`src/sv/wshd_pkg.sv`:
```
// Shared types and constants of the window stack, hit test and drag manager.
// Payload structs for the channels, request/event codes, controller/datapath
// command and status structs. No dependencies.
package wshd_pkg;

  localparam int WIN_COUNT     = 3;
  localparam int SLOT_W        = 2;
  localparam int COORD_W       = 12;
  localparam int SCOORD_W      = 14;
  localparam int SIZE_W        = 8;
  localparam int OWNER_W       = 16;

  localparam int MAX_WIDTH     = 200;
  localparam int MAX_HEIGHT    = 150;
  localparam int TITLE_HEIGHT  = 20;
  localparam int BUTTON_SIZE   = 16;
  localparam int BUTTON_MARGIN = 2;

  localparam logic [COORD_W-1:0] SCREEN_WIDTH_RST  = 12'd1024;
  localparam logic [COORD_W-1:0] SCREEN_HEIGHT_RST = 12'd768;
  localparam logic [COORD_W-1:0] RESERVED_TOP_RST  = 12'd480;

  typedef logic [COORD_W-1:0]         coord_t;
  typedef logic signed [SCOORD_W-1:0] scoord_t;
  typedef logic [SLOT_W-1:0]          slot_t;

  typedef enum logic [2:0] {
    REQ_CLICK   = 3'd0,
    REQ_DRAG    = 3'd1,
    REQ_RELEASE = 3'd2,
    REQ_REDRAW  = 3'd3,
    REQ_LOAD    = 3'd4
  } req_type_e;

  typedef enum logic [2:0] {
    EV_NONE       = 3'd0,
    EV_LOADED     = 3'd1,
    EV_RAISED     = 3'd2,
    EV_DRAG_START = 3'd3,
    EV_MOVED      = 3'd4,
    EV_CLOSED     = 3'd5,
    EV_DRAG_END   = 3'd6,
    EV_REDRAW     = 3'd7
  } event_e;

  typedef enum logic [1:0] {
    REGION_CANVAS = 2'd0,
    REGION_TITLE  = 2'd1,
    REGION_CLOSE  = 2'd2
  } region_e;

  typedef enum logic [1:0] {
    CFG_SCREEN_WIDTH  = 2'd0,
    CFG_SCREEN_HEIGHT = 2'd1,
    CFG_RESERVED_TOP  = 2'd2
  } cfg_reg_e;

  typedef struct packed {
    logic [2:0]         req_type;
    coord_t             pos_x;
    coord_t             pos_y;
    logic [1:0]         load_index;
    coord_t             req_width;
    coord_t             req_height;
    logic [OWNER_W-1:0] load_owner;
  } req_t;

  typedef struct packed {
    logic [2:0]         event_code;
    logic [1:0]         window_index;
    coord_t             new_x;
    coord_t             new_y;
    coord_t             old_x;
    coord_t             old_y;
    logic               erase_old;
    logic               recomposite;
    logic [5:0]         stack_order;
    logic [2:0]         open_mask;
    logic [OWNER_W-1:0] owner_out;
  } rsp_t;

  typedef struct packed {
    logic [1:0]   index;
    coord_t       data;
  } cfg_t;

  typedef struct packed {
    logic  take_req;
    logic  scan;
    slot_t scan_pos;
    logic  apply;
    logic  report;
  } ctrl_cmd_t;

  typedef struct packed {
    logic is_click;
    logic hit_now;
  } dp_status_t;

  // zero-extend a screen coordinate into the signed compare domain
  function automatic scoord_t widen(coord_t v);
    return scoord_t'({{(SCOORD_W-COORD_W){1'b0}}, v});
  endfunction

endpackage

```
`src/sv/wshd_stream_if.sv`:
```
// Valid/ready channel carrying one payload struct.
// Payload type comes from wshd_pkg at the point of instantiation.
interface wshd_stream_if #(
  parameter type payload_t = logic
);
  logic     valid;
  logic     ready;
  payload_t payload;

  modport source (output valid, output payload, input ready);
  modport sink   (input valid, input payload, output ready);
endinterface

```
`src/sv/wshd_ctrl.sv`:
```
// Sequencing FSM: accept, z-order scan, apply, report into the output slot.
// Depends on wshd_pkg for the command/status structs.
module wshd_ctrl (
  input  logic                   clk_i,
  input  logic                   rst_ni,
  input  logic                   req_valid_i,
  output logic                   req_ready_o,
  output logic                   rsp_valid_o,
  input  logic                   rsp_ready_i,
  input  wshd_pkg::dp_status_t   status_i,
  output wshd_pkg::ctrl_cmd_t    cmd_o
);

  typedef enum logic [1:0] {
    ST_IDLE,
    ST_SCAN,
    ST_APPLY,
    ST_REPORT
  } state_e;

  state_e              state_q, state_d;
  wshd_pkg::slot_t     pos_q, pos_d;
  logic                out_valid_q, out_valid_d;

  always_comb begin
    state_d       = state_q;
    pos_d         = pos_q;
    out_valid_d   = out_valid_q;
    req_ready_o   = 1'b0;
    cmd_o         = '0;
    cmd_o.scan_pos = pos_q;

    if (out_valid_q && rsp_ready_i) begin
      out_valid_d = 1'b0;
    end

    case (state_q)
      ST_IDLE: begin
        req_ready_o = 1'b1;
        if (req_valid_i) begin
          cmd_o.take_req = 1'b1;
          pos_d          = wshd_pkg::SLOT_W'(wshd_pkg::WIN_COUNT - 1);
          state_d        = ST_SCAN;
        end
      end
      ST_SCAN: begin
        // top of the stack first, stop at the first hit
        cmd_o.scan = 1'b1;
        if (!status_i.is_click || status_i.hit_now || pos_q == '0) begin
          state_d = ST_APPLY;
        end else begin
          pos_d = pos_q - 1'b1;
        end
      end
      ST_APPLY: begin
        cmd_o.apply = 1'b1;
        state_d     = ST_REPORT;
      end
      ST_REPORT: begin
        if (!out_valid_q || rsp_ready_i) begin
          cmd_o.report = 1'b1;
          out_valid_d  = 1'b1;
          state_d      = ST_IDLE;
        end
      end
      default: begin
        state_d = ST_IDLE;
      end
    endcase
  end

  always_ff @(posedge clk_i or negedge rst_ni) begin
    if (!rst_ni) begin
      state_q     <= ST_IDLE;
      pos_q       <= '0;
      out_valid_q <= 1'b0;
    end else begin
      state_q     <= state_d;
      pos_q       <= pos_d;
      out_valid_q <= out_valid_d;
    end
  end

  assign rsp_valid_o = out_valid_q;

endmodule

```
`src/sv/wshd_dp.sv`:
```
// Datapath: window table, z-order, drag record, config registers, the
// shared hit tester, drag clamp and the output register. Uses wshd_pkg.
module wshd_dp (
  input  logic                  clk_i,
  input  logic                  rst_ni,
  input  wshd_pkg::req_t        req_i,
  input  logic                  cfg_we_i,
  input  wshd_pkg::cfg_t        cfg_i,
  input  wshd_pkg::ctrl_cmd_t   cmd_i,
  output wshd_pkg::dp_status_t  status_o,
  output wshd_pkg::rsp_t        rsp_o
);

  localparam int N = wshd_pkg::WIN_COUNT;
  localparam int SW = wshd_pkg::SLOT_W;
  localparam int CW = wshd_pkg::COORD_W;
  localparam int ZW = wshd_pkg::SIZE_W;
  localparam int OW = wshd_pkg::OWNER_W;

  localparam wshd_pkg::scoord_t MW_S  = wshd_pkg::scoord_t'(wshd_pkg::MAX_WIDTH);
  localparam wshd_pkg::scoord_t TH_S  = wshd_pkg::scoord_t'(wshd_pkg::TITLE_HEIGHT);
  localparam wshd_pkg::scoord_t BS_S  = wshd_pkg::scoord_t'(wshd_pkg::BUTTON_SIZE);
  localparam wshd_pkg::scoord_t BDX_S = wshd_pkg::scoord_t'(wshd_pkg::MAX_WIDTH
                                        - wshd_pkg::BUTTON_MARGIN - wshd_pkg::BUTTON_SIZE);
  localparam wshd_pkg::scoord_t BDY_S = wshd_pkg::scoord_t'(
      (wshd_pkg::TITLE_HEIGHT - wshd_pkg::BUTTON_SIZE) / 2 - wshd_pkg::TITLE_HEIGHT);

  // window table and stack
  logic [CW-1:0]        win_x_q [N];
  logic [CW-1:0]        win_x_d [N];
  logic [CW-1:0]        win_y_q [N];
  logic [CW-1:0]        win_y_d [N];
  logic [ZW-1:0]        win_w_q [N];
  logic [ZW-1:0]        win_w_d [N];
  logic [ZW-1:0]        win_h_q [N];
  logic [ZW-1:0]        win_h_d [N];
  logic [OW-1:0]        win_own_q [N];
  logic [OW-1:0]        win_own_d [N];
  logic [N-1:0]         closed_q, closed_d;
  wshd_pkg::slot_t      stack_q [N];
  wshd_pkg::slot_t      stack_d [N];

  logic                 drag_active_q, drag_active_d;
  wshd_pkg::slot_t      drag_slot_q, drag_slot_d;
  wshd_pkg::scoord_t    grab_dx_q, grab_dx_d;
  wshd_pkg::scoord_t    grab_dy_q, grab_dy_d;

  wshd_pkg::coord_t     scr_w_q, scr_h_q, rsv_top_q;

  // per-request working registers
  wshd_pkg::req_t       req_q;
  logic                 hit_found_q;
  wshd_pkg::slot_t      hit_pos_q, hit_slot_q;
  wshd_pkg::region_e    hit_region_q;
  wshd_pkg::rsp_t       res_q, res_d;
  wshd_pkg::rsp_t       rsp_q;
  wshd_pkg::rsp_t       rsp_fill;

  // single table read port
  wshd_pkg::slot_t      rd_slot;
  wshd_pkg::coord_t     rd_x, rd_y;
  logic [ZW-1:0]        rd_w, rd_h;
  logic [OW-1:0]        rd_owner;
  logic                 rd_closed;
  logic                 is_click;

  wshd_pkg::scoord_t    px_s, py_s, wx_s, wy_s, ww_s, wh_s;
  logic                 btn_hit, title_hit, canvas_hit;
  wshd_pkg::region_e    region_now;
  logic                 hit_now;

  wshd_pkg::scoord_t    x0, x1, x2, x3, xlim;
  wshd_pkg::scoord_t    y0, y1, y2, y3, ylim, miny;
  wshd_pkg::slot_t      load_pos;
  logic [5:0]           stack_vec;

  assign is_click = (req_q.req_type == wshd_pkg::REQ_CLICK);

  always_comb begin
    if (cmd_i.scan) begin
      rd_slot = stack_q[cmd_i.scan_pos];
    end else if (is_click) begin
      rd_slot = hit_slot_q;
    end else begin
      rd_slot = drag_slot_q;
    end
  end

  assign rd_x      = win_x_q[rd_slot];
  assign rd_y      = win_y_q[rd_slot];
  assign rd_w      = win_w_q[rd_slot];
  assign rd_h      = win_h_q[rd_slot];
  assign rd_owner  = win_own_q[rd_slot];
  assign rd_closed = closed_q[rd_slot];

  // hit test of one window
  assign px_s = wshd_pkg::widen(req_q.pos_x);
  assign py_s = wshd_pkg::widen(req_q.pos_y);
  assign wx_s = wshd_pkg::widen(rd_x);
  assign wy_s = wshd_pkg::widen(rd_y);
  assign ww_s = wshd_pkg::widen(CW'(rd_w));
  assign wh_s = wshd_pkg::widen(CW'(rd_h));

  assign btn_hit    = (px_s >= wx_s + BDX_S) && (px_s < wx_s + BDX_S + BS_S)
                   && (py_s >= wy_s + BDY_S) && (py_s < wy_s + BDY_S + BS_S);
  assign title_hit  = (px_s >= wx_s) && (px_s < wx_s + MW_S)
                   && (py_s >= wy_s - TH_S) && (py_s < wy_s);
  assign canvas_hit = (px_s >= wx_s) && (px_s < wx_s + ww_s)
                   && (py_s >= wy_s) && (py_s < wy_s + wh_s);

  always_comb begin
    if (btn_hit) begin
      region_now = wshd_pkg::REGION_CLOSE;
    end else if (title_hit) begin
      region_now = wshd_pkg::REGION_TITLE;
    end else begin
      region_now = wshd_pkg::REGION_CANVAS;
    end
  end

  assign hit_now = is_click && !rd_closed && (btn_hit || title_hit || canvas_hit);

  assign status_o.is_click = is_click;
  assign status_o.hit_now  = hit_now;

  // drag clamp: left edge, right edge, then top bound, bottom bound, zero
  assign x0   = px_s - grab_dx_q;
  assign x1   = (x0 < 0) ? '0 : x0;
  assign xlim = wshd_pkg::widen(scr_w_q) - MW_S;
  assign x2   = (x1 > xlim) ? xlim : x1;
  assign x3   = (x2 < 0) ? '0 : x2;

  assign y0   = py_s - grab_dy_q;
  assign miny = wshd_pkg::widen(rsv_top_q) + TH_S;
  assign y1   = (y0 < miny) ? miny : y0;
  assign ylim = wshd_pkg::widen(scr_h_q) - wh_s;
  assign y2   = (y1 > ylim) ? ylim : y1;
  assign y3   = (y2 < 0) ? '0 : y2;

  always_comb begin
    win_x_d       = win_x_q;
    win_y_d       = win_y_q;
    win_w_d       = win_w_q;
    win_h_d       = win_h_q;
    win_own_d     = win_own_q;
    closed_d      = closed_q;
    stack_d       = stack_q;
    drag_active_d = drag_active_q;
    drag_slot_d   = drag_slot_q;
    grab_dx_d     = grab_dx_q;
    grab_dy_d     = grab_dy_q;
    res_d         = '0;

    load_pos = req_q.load_index;
    for (int i = 0; i < N; i++) begin
      if (stack_q[i] == req_q.load_index) begin
        load_pos = SW'(i);
      end
    end

    if (cmd_i.apply) begin
      case (req_q.req_type)
        wshd_pkg::REQ_CLICK: begin
          if (hit_found_q) begin
            res_d.window_index = hit_slot_q;
            res_d.new_x        = rd_x;
            res_d.new_y        = rd_y;
            case (hit_region_q)
              wshd_pkg::REGION_CLOSE: begin
                res_d.old_x       = rd_x;
                res_d.old_y       = rd_y;
                res_d.erase_old   = 1'b1;
                res_d.recomposite = 1'b1;
                res_d.owner_out   = rd_owner;
                res_d.event_code  = wshd_pkg::EV_CLOSED;
                closed_d[hit_slot_q] = 1'b1;
                if (drag_active_q && drag_slot_q == hit_slot_q) begin
                  drag_active_d = 1'b0;
                end
              end
              wshd_pkg::REGION_TITLE, wshd_pkg::REGION_CANVAS: begin
                // raise: shift the entries above down, hit slot to the top
                if (hit_pos_q < SW'(N - 1)) begin
                  res_d.recomposite = 1'b1;
                  for (int i = 0; i < N - 1; i++) begin
                    if (SW'(i) >= hit_pos_q) begin
                      stack_d[i] = stack_q[i + 1];
                    end
                  end
                  stack_d[N-1] = hit_slot_q;
                end
                if (hit_region_q == wshd_pkg::REGION_TITLE) begin
                  drag_active_d    = 1'b1;
                  drag_slot_d      = hit_slot_q;
                  grab_dx_d        = px_s - wx_s;
                  grab_dy_d        = py_s - wy_s;
                  res_d.event_code = wshd_pkg::EV_DRAG_START;
                end else begin
                  res_d.event_code = wshd_pkg::EV_RAISED;
                end
              end
              default: begin
                res_d.event_code = wshd_pkg::EV_NONE;
              end
            endcase
          end
        end
        wshd_pkg::REQ_DRAG: begin
          if (drag_active_q) begin
            win_x_d[drag_slot_q] = x3[CW-1:0];
            win_y_d[drag_slot_q] = y3[CW-1:0];
            res_d.window_index   = drag_slot_q;
            res_d.new_x          = x3[CW-1:0];
            res_d.new_y          = y3[CW-1:0];
            res_d.old_x          = rd_x;
            res_d.old_y          = rd_y;
            res_d.erase_old      = 1'b1;
            res_d.recomposite    = 1'b1;
            res_d.event_code     = wshd_pkg::EV_MOVED;
          end
        end
        wshd_pkg::REQ_RELEASE: begin
          if (drag_active_q) begin
            drag_active_d      = 1'b0;
            res_d.window_index = drag_slot_q;
            res_d.new_x        = rd_x;
            res_d.new_y        = rd_y;
            res_d.event_code   = wshd_pkg::EV_DRAG_END;
          end
        end
        wshd_pkg::REQ_REDRAW: begin
          res_d.recomposite = 1'b1;
          res_d.event_code  = wshd_pkg::EV_REDRAW;
        end
        wshd_pkg::REQ_LOAD: begin
          if (req_q.load_index < SW'(N)) begin
            win_x_d[req_q.load_index]   = req_q.pos_x;
            win_y_d[req_q.load_index]   = req_q.pos_y;
            win_w_d[req_q.load_index]   = (req_q.req_width < CW'(wshd_pkg::MAX_WIDTH))
                                          ? req_q.req_width[ZW-1:0]
                                          : ZW'(wshd_pkg::MAX_WIDTH);
            win_h_d[req_q.load_index]   = (req_q.req_height < CW'(wshd_pkg::MAX_HEIGHT))
                                          ? req_q.req_height[ZW-1:0]
                                          : ZW'(wshd_pkg::MAX_HEIGHT);
            win_own_d[req_q.load_index] = req_q.load_owner;
            closed_d[req_q.load_index]  = 1'b0;
            // swap z positions with whatever sits at position load_index
            stack_d[load_pos]          = stack_q[req_q.load_index];
            stack_d[req_q.load_index]  = req_q.load_index;
            res_d.window_index = req_q.load_index;
            res_d.new_x        = req_q.pos_x;
            res_d.new_y        = req_q.pos_y;
            res_d.recomposite  = 1'b1;
            res_d.event_code   = wshd_pkg::EV_LOADED;
          end
        end
        default: begin
          res_d.event_code = wshd_pkg::EV_NONE;
        end
      endcase
    end
  end

  always_comb begin
    for (int i = 0; i < N; i++) begin
      stack_vec[2*i +: 2] = stack_q[i];
    end
  end

  // report value: event fields from apply, stack and open mask as they stand
  always_comb begin
    rsp_fill             = res_q;
    rsp_fill.stack_order = stack_vec;
    rsp_fill.open_mask   = ~closed_q;
  end

  always_ff @(posedge clk_i or negedge rst_ni) begin
    if (!rst_ni) begin
      for (int i = 0; i < N; i++) begin
        win_x_q[i]   <= '0;
        win_y_q[i]   <= '0;
        win_w_q[i]   <= '0;
        win_h_q[i]   <= '0;
        win_own_q[i] <= '0;
        stack_q[i]   <= SW'(i);
      end
      closed_q      <= '1;
      drag_active_q <= 1'b0;
      drag_slot_q   <= '0;
      grab_dx_q     <= '0;
      grab_dy_q     <= '0;
      hit_found_q   <= 1'b0;
      scr_w_q       <= wshd_pkg::SCREEN_WIDTH_RST;
      scr_h_q       <= wshd_pkg::SCREEN_HEIGHT_RST;
      rsv_top_q     <= wshd_pkg::RESERVED_TOP_RST;
    end else begin
      win_x_q       <= win_x_d;
      win_y_q       <= win_y_d;
      win_w_q       <= win_w_d;
      win_h_q       <= win_h_d;
      win_own_q     <= win_own_d;
      stack_q       <= stack_d;
      closed_q      <= closed_d;
      drag_active_q <= drag_active_d;
      drag_slot_q   <= drag_slot_d;
      grab_dx_q     <= grab_dx_d;
      grab_dy_q     <= grab_dy_d;
      if (cmd_i.take_req) begin
        hit_found_q <= 1'b0;
      end else if (cmd_i.scan && hit_now) begin
        hit_found_q <= 1'b1;
      end
      if (cfg_we_i) begin
        case (cfg_i.index)
          wshd_pkg::CFG_SCREEN_WIDTH:  scr_w_q   <= cfg_i.data;
          wshd_pkg::CFG_SCREEN_HEIGHT: scr_h_q   <= cfg_i.data;
          wshd_pkg::CFG_RESERVED_TOP:  rsv_top_q <= cfg_i.data;
          default: begin
            rsv_top_q <= rsv_top_q;
          end
        endcase
      end
    end
  end

  // payload registers, no reset
  always_ff @(posedge clk_i) begin
    if (cmd_i.take_req) begin
      req_q <= req_i;
    end
    if (cmd_i.scan && hit_now) begin
      hit_pos_q    <= cmd_i.scan_pos;
      hit_slot_q   <= rd_slot;
      hit_region_q <= region_now;
    end
    if (cmd_i.apply) begin
      res_q <= res_d;
    end
    if (cmd_i.report) begin
      rsp_q <= rsp_fill;
    end
  end

  assign rsp_o = rsp_q;

endmodule

```
`src/sv/window_stack_hit_drag_manager_core.sv`:
```
// Top level of the window stack, hit test and drag manager.
// Uses wshd_pkg, wshd_stream_if, wshd_ctrl and wshd_dp.
//
//  channel | dir | payload            | transfer when
//  --------+-----+--------------------+---------------------------
//  req_i   | in  | wshd_pkg::req_t    | req_i.valid && req_i.ready
//  rsp_o   | out | wshd_pkg::rsp_t    | rsp_o.valid && rsp_o.ready
//  cfg_i   | in  | wshd_pkg::cfg_t    | cfg_i.valid && cfg_i.ready
//
// One request at a time. After a transfer the controller steps through scan,
// apply and report before it is ready again; a click scans the windows one at
// a time, walking the z-order from the top down until the first hit.
// The result lands in an output register, so a new request is taken while
// it waits; only the report step stalls when that register is still full.
// Reset (async, active low): all windows closed, identity z-order, no drag,
// config registers at 1024 / 768 / 480. cfg_i is always ready.
module window_stack_hit_drag_manager_core (
  input  logic         clk_i,
  input  logic         rst_ni,
  wshd_stream_if.sink   req_i,
  wshd_stream_if.source rsp_o,
  wshd_stream_if.sink   cfg_i
);

  wshd_pkg::ctrl_cmd_t  cmd;
  wshd_pkg::dp_status_t status;
  wshd_pkg::req_t       req_payload;
  wshd_pkg::cfg_t       cfg_payload;
  wshd_pkg::rsp_t       rsp_payload;
  logic                 req_ready;
  logic                 rsp_valid;
  logic                 cfg_we;

  assign req_payload = req_i.payload;
  assign cfg_payload = cfg_i.payload;

  // config writes land directly, block is idle by contract
  assign cfg_i.ready = 1'b1;
  assign cfg_we      = cfg_i.valid;

  wshd_ctrl u_ctrl (
    .clk_i       (clk_i),
    .rst_ni      (rst_ni),
    .req_valid_i (req_i.valid),
    .req_ready_o (req_ready),
    .rsp_valid_o (rsp_valid),
    .rsp_ready_i (rsp_o.ready),
    .status_i    (status),
    .cmd_o       (cmd)
  );

  wshd_dp u_dp (
    .clk_i    (clk_i),
    .rst_ni   (rst_ni),
    .req_i    (req_payload),
    .cfg_we_i (cfg_we),
    .cfg_i    (cfg_payload),
    .cmd_i    (cmd),
    .status_o (status),
    .rsp_o    (rsp_payload)
  );

  assign req_i.ready   = req_ready;
  assign rsp_o.valid   = rsp_valid;
  assign rsp_o.payload = rsp_payload;

  // a request is never taken in back-to-back cycles: the scan always follows
  assert property (@(posedge clk_i) disable iff (!rst_ni)
    (req_i.valid && req_i.ready) |=> !req_i.ready)
    else $error("request taken while previous one in flight");

  // a result only becomes visible out of a report step
  assert property (@(posedge clk_i) disable iff (!rst_ni)
    $rose(rsp_o.valid) |-> $past(cmd.report))
    else $error("result valid without report step");

  // a loaded window is reported open
  assert property (@(posedge clk_i) disable iff (!rst_ni)
    (rsp_o.valid && rsp_o.payload.event_code == wshd_pkg::EV_LOADED)
      |-> rsp_o.payload.open_mask[rsp_o.payload.window_index])
    else $error("loaded window not open");

  // scan, apply and report never coincide with taking a request
  assert property (@(posedge clk_i) disable iff (!rst_ni)
    cmd.take_req |-> (!cmd.apply && !cmd.report && !cmd.scan))
    else $error("controller commands overlap");

endmodule

```
`src/flat_wrapper.sv`:
```
// flat-port wrapper written by rule: the top's interface ports become plain ports
module window_stack_hit_drag_manager_core_flat 
  (clk_i, rst_ni, req_i_valid, req_i_payload, req_i_ready, rsp_o_valid, rsp_o_payload, rsp_o_ready, cfg_i_valid, cfg_i_payload, cfg_i_ready);
  wshd_stream_if #(.payload_t(wshd_pkg::req_t)) req_i_i ();
  wshd_stream_if #(.payload_t(wshd_pkg::rsp_t)) rsp_o_i ();
  wshd_stream_if #(.payload_t(wshd_pkg::cfg_t)) cfg_i_i ();
  input  logic clk_i;
  input  logic rst_ni;
  input wire logic [$bits(req_i_i.valid)-1:0] req_i_valid;
  input wire logic [$bits(req_i_i.payload)-1:0] req_i_payload;
  output wire logic [$bits(req_i_i.ready)-1:0] req_i_ready;
  output wire logic [$bits(rsp_o_i.valid)-1:0] rsp_o_valid;
  output wire logic [$bits(rsp_o_i.payload)-1:0] rsp_o_payload;
  input wire logic [$bits(rsp_o_i.ready)-1:0] rsp_o_ready;
  input wire logic [$bits(cfg_i_i.valid)-1:0] cfg_i_valid;
  input wire logic [$bits(cfg_i_i.payload)-1:0] cfg_i_payload;
  output wire logic [$bits(cfg_i_i.ready)-1:0] cfg_i_ready;
  assign req_i_i.valid = req_i_valid;
  assign req_i_i.payload = req_i_payload;
  assign req_i_ready = req_i_i.ready;
  assign rsp_o_valid = rsp_o_i.valid;
  assign rsp_o_payload = rsp_o_i.payload;
  assign rsp_o_i.ready = rsp_o_ready;
  assign cfg_i_i.valid = cfg_i_valid;
  assign cfg_i_i.payload = cfg_i_payload;
  assign cfg_i_ready = cfg_i_i.ready;
  window_stack_hit_drag_manager_core u_core (.clk_i(clk_i), .rst_ni(rst_ni), .req_i(req_i_i), .rsp_o(rsp_o_i), .cfg_i(cfg_i_i));
endmodule
```
`config.mk`:
```
export PLATFORM = sky130hd
export DESIGN_NAME = window_stack_hit_drag_manager_core_flat
export DESIGN_NICKNAME = d
export VERILOG_FILES = /design/src/sv/wshd_pkg.sv /design/src/sv/wshd_stream_if.sv /design/src/sv/wshd_ctrl.sv /design/src/sv/wshd_dp.sv /design/src/sv/window_stack_hit_drag_manager_core.sv /design/src/flat_wrapper.sv
export SDC_FILE = /design/constraint.sdc
export NUM_CORES = 1
export LEC_CHECK = 0
export ABC_AREA = 1
export BUFFER_PORTS_ARGS = -buffer_cell sky130_fd_sc_hd__buf_2
export CAP_MARGIN = 0
export CORE_UTILIZATION = 40
export DETAILED_ROUTE_END_ITERATION = 12
export PLACE_DENSITY = 0.64
export SETUP_SLACK_MARGIN = 0.2
export SKIP_LAST_GASP = 1
export SLEW_MARGIN = 0
export SYNTH_ARGS = -nofsm -noshare
export SYNTH_HDL_FRONTEND = slang
export SYNTH_HIERARCHICAL = 1
export SYNTH_SLANG_ARGS = --single-unit
```
`constraint.sdc`:
```
create_clock -name clk_i -period 16.2 [get_ports clk_i]
set_input_delay 4.05 -clock clk_i [delete_from_list [all_inputs] [get_ports clk_i]]
set_output_delay 4.05 -clock clk_i [all_outputs]
set_load 0.02 [all_outputs]
```
# --- Word-level counts from Yosys, hierarchy flattened ---
# Index checks and enable logic that the tools add are counted.
classes:
  n_lt_le_gt_ge: 36
  bitwise: 9
  mux: 117
  n_reduce_logical: 52
  n_eq_ne: 30
  n_addsub: 16
op_table:
  columns: ["op", "count"]
  rows:
  - ["36-bit bitwise mux", 4]
  - ["36-bit 2-to-1 mux", 4]
  - ["36-bit case mux with 2 select lines", 2]
  - ["55-bit 2-to-1 mux", 2]
  - ["26-bit case mux with 4 select lines", 1]
  - ["12-bit 2-to-1 mux", 8]
  - ["14-bit 2-to-1 mux", 4]
  - ["8-bit 2-to-1 mux", 7]
  - ["25-bit case mux with 2 select lines", 1]
  - ["12-bit binary-select mux with 2-bit select", 2]
  - ["24-bit bitwise mux", 2]
  - ["48-bit bitwise mux", 1]
  - ["12-bit demux with 2-bit select", 2]
  - ["16-bit 2-to-1 mux", 3]
  - ["14-bit by 1-bit < comparator with 1-bit output (second input constant)", 3]
  - ["12-bit by 13-bit < comparator with 1-bit output", 3]
  - ["2-bit 2-to-1 mux", 18]
  - ["16-bit binary-select mux with 2-bit select", 1]
  - ["8-bit binary-select mux with 2-bit select", 2]
  - ["16-bit demux with 2-bit select", 1]
  - ["29-bit 2-to-1 mux", 1]
  - ["13-bit by 14-bit greater-or-equal comparator with 1-bit output", 2]
  - ["14-bit by 13-bit greater-than comparator with 1-bit output", 2]
  - ["13-bit by 14-bit < comparator with 1-bit output", 2]
  - ["other kinds (68)", 182]
word_totals:
  reg_bits: 476
  word_cells: 320
  inputBits: 88

# --- Logic depth before layout (Yosys ltp) ---
logic_depth:
  word_depth: 22
  depth_mapped: 43

# --- Hierarchy ---
# The synthesis kept the hierarchy.
modules_own_cells:
  columns: ["module", "seq_area_each_um2", "cells_per_inst", "area_per_inst_um2", "n_inst"]
  rows:
  - ["wshd_dp", 12882.4, 3098, 27458.8, 1]
  - ["wshd_ctrl", 125.1, 48, 369.1, 1]
  - ["window_stack_hit_drag_manager_core", 0.0, 2, 11.3, 1]

# --- Worst setup path after synthesis ---
# No wires, ideal clock.
synth_path:
  path_type: "input to register"
  from: "input port rsp_o_ready"
  to: "register u_core.u_dp.rsp_q (netlist bit u_core/u_dp/rsp_o[0]), enable pin"
  setup_time_ns: 0.545
  arrival_time_ns: 7.964
  slack_ns: 7.691
  path_stages: 2
  path_cell_list: "inv_1 > a21oi_1"
synth_rtl:
  columns: ["element", "line", "rtl"]
  rows:
  - ["from (decl)", "flat_wrapper.sv:14", "input wire logic [$bits(rsp_o_i.ready)-1:0] rsp_o_ready;"]
  - ["to (signal assigned)", "wshd_dp.sv:340", "rsp_q <= rsp_fill;"]
  - ["to (decl)", "wshd_dp.sv:56", "wshd_pkg::rsp_t rsp_q;"]

==> qor.txt <==
Status: finished, final reports clean
Postcts setup bufs: 0
Fraction of layout cells with a size suffix above 1: 0.1262
Final wirelength: 80.43 mm
Chip Height: 265.8 µm
Syn nets: 3452
WP buf/inv: 5
Final setup TNS: 0 ns
Clk_lat worst skew: 0.63 ns
Most frequent cells in the layout: 595 x nand2_1, 351 x inv_1, 276 x a21oi_1, 237 x o21ai_0, 236 x dfrtp_1
TritonCTS clock tree: built
Final Wtd Congestion: 0.9105
Instance count of the mapped netlist: 3148
Cell accounting for the most synthesized area: edfxtp_1
R2R setup slack: 9.00 ns
Syn Area/Cell: 8.843 µm²
Transition time of the tightest slew-check pin: 1.184 ns
CP Capture Type: register
Most common cell after layout, fill and taps aside: nand2_1
Family with the most delay on the worst path: simple AND/OR/NAND/NOR gates
Startpoint Class: register
Num CTS Buffers: 51
Clock Sinks: 474
Final setup vio count: 0
Die Area: 70660 µm²
Peak fanout along the critical path: 43
CTS resizes: 0
Layout overhead on the synthesized area: 12.26%
Required time worst endpoint: 16.70 ns
Kind of critical path: reg -> reg
Die W: 265.8 µm
F_max: 0.1390 GHz
DR vias/cell: 5.348
Post-CTS Hold Fix Bufs: 0
Pin count of the biggest net entering global routing: 110
Final nets: 3589
Fill cells: 6776
Hold Fails Final Rpt: 0
Initial antenna violation count: 1
Drt first-iter violations: 2149
Crit path arrival time: 7.69 ns
Drt pass-1 iters: 7
Initial Util: 0.4052
Total of max-cap violations: 0
Slowest cell on crit path: a32oi_1
Vias in the first global route: 21670
Root Driver: clkbuf_16
Largest stage delay, worst path: 0.82 ns
Post-DRT Antenna Nets: 0
Via count: 22780
RSZ-0062 raised after global routing: no
Top_reg_cell synth: dfrtp_1
Per-cell routed wire length: 18.88 µm
Post-synth top area share: 0.2438
Hold Crit Class: reg -> reg
Final min period: 7.196 ns
I/O pins: 171
Clock skew: 0.03779 ns
Post-synthesis async set-or-reset flop share: 0.5232
Core ar.: 68710 µm²
GRT Overall Usage: 0.2263
Post-synthesis sequential area ratio: 0.4672
Global-route wire length before repair: 124.4 mm
Row count: 96
Post-route DRC: 0
Fin. max-slew vios: 0
Dpl hpwl: 56.63 mm
Unique masters post-synth: 67
Post-synth design cell area: 27840 µm²
Worst-path clk slew: 0.06 ns
Slew HR: 0.2095
Synth Register Bits: 474
Global route overflow: 0
PortBufs: 169
H-tree levels: 2
CTS Buffer Depth: 3
Final period util: 0.4442
Cells taking the most area after synthesis: edfxtp_1 24%, dfrtp_1 21%, ha_1 9.3%
Warnings, synthesis: 6
Most frequent CP cell: nand2_1
EDFF count, synth: 226
## state kept, by name, indices dropped and copies added (netlist names), 13 cells and up
name	flops
u_core/u_dp/grab_dx_q	13
u_core/u_dp/grab_dy_q	13
u_core/u_dp/req_q	45
u_core/u_dp/res_q	71
u_core/u_dp/rsp_o	80
u_core/u_dp/win_h_q	24
u_core/u_dp/win_own_q	48
u_core/u_dp/win_w_q	24
u_core/u_dp/win_x_q	36
u_core/u_dp/win_y_q	36
## metal layers
layer | vias to the layer above | global-route usage | routed length, µm
li1 | 10970 | - | -
met1 | 10780 | 0.3083 | 34770
met4 | 0 | 0.08776 | 3110
met2 | 869 | 0.3617 | 36370
met3 | 167 | 0.03438 | 6175
met5 | - | 0 | 0
## per-stage QoR
| stage | area (µm²) | worst slack, ns | utilization | hold slack [ns] | std cells |
|---|---|---|---|---|---|
| after global routing | 31250 | 8.396 | 0.4548 | 0.4150 | 4259 |
| after global placement | 29580 | 9.208 | 0.4305 | 0.4015 | 4163 |
| after floorplan | 27840 | 7.691 | - | 0.4003 | 3148 |
| final | 31250 | 9.004 | 0.4549 | 0.4144 | 4260 |
| after CTS | 31250 | 9.087 | 0.4548 | 0.4087 | 4259 |
| after detailed placement | 29580 | 9.129 | 0.4305 | 0.4045 | 4163 |
## cell type report
class / count / area, µm² / area share
Antenna cell: 1 / 2.502 / 0.00008007
Clock buffer: 73 / 1454 / 0.04652
Clock inverter: 23 / 219.0 / 0.007006
Inverter: 373 / 1401 / 0.04484
Multi-Input combinational cell: 2193 / 12970 / 0.4151
Sequential cell: 474 / 13010 / 0.4162
Tap cell: 931 / 1165 / 0.03727
Timing Repair Buffer: 192 / 1028 / 0.03291
## kinds of logic after synthesis
group                      count (synthesis)  synth area share
muxes                                      1         0.0004045
buffers and inverters                    481           0.06908
and+or+nand+nor                         1188            0.1912
adders and majority gates                216           0.09951
xor gates and xnor gates                 102           0.03263
other                                      1         0.0001347
DFF                                      474            0.4672
AOI/OAI and AO/OA                        685            0.1398
## worst register-to-register path, delay by kind of cell (launching register included)
kind | cells | cell delay, ns
simple gates | 19 | 2.87
compound gates | 7 | 1.64
buf+inv | 5 | 0.99
fa+ha+maj | 3 | 0.99
flops | 1 | 0.42
xor+xnor | 1 | 0.15
## cells in the mapped netlist, types with 10 or more instances
master / n
dfrtp_1: 236
o21ai_0: 237
ha_1: 207
xnor2_1: 26
nand4_1: 48
dfstp_2: 12
nor2_2: 10
nand3b_1: 10
o21bai_1: 17
nor2_1: 220
edfxtp_1: 226
a22oi_1: 33
nand2_1: 595
nand2_2: 27
nand3_1: 184
a21oi_1: 277
inv_2: 18
inv_1: 352
buf_2: 11
clkbuf_1: 72
o21ai_1: 18
nand2_4: 11
or2_2: 23
nand3_2: 16
nor3_1: 25
o211ai_1: 29
xor2_1: 74
## path summary, 6_finish.rpt
check                                         start                  endpoint  depth (start not counted)
hold reg to reg               u_core/u_dp/res_q[36]     u_core/u_dp/rsp_o[36]                          0
setup / recovery           u_core/u_ctrl/state_q[1]    u_core/u_ctrl/pos_q[0]                         35
setup reg to reg           u_core/u_ctrl/state_q[1]    u_core/u_ctrl/pos_q[0]                         35
max in group asynchronous                    rst_ni  u_core/u_dp/rsv_top_q[9]                          2
hold / removal                u_core/u_dp/res_q[36]     u_core/u_dp/rsp_o[36]                          0
min in group asynchronous                    rst_ni  u_core/u_ctrl/state_q[0]                          1
Power is left out: the tool's default activity adds up to more than one toggle a clock period on the data nets, which glitch-free logic cannot reach.
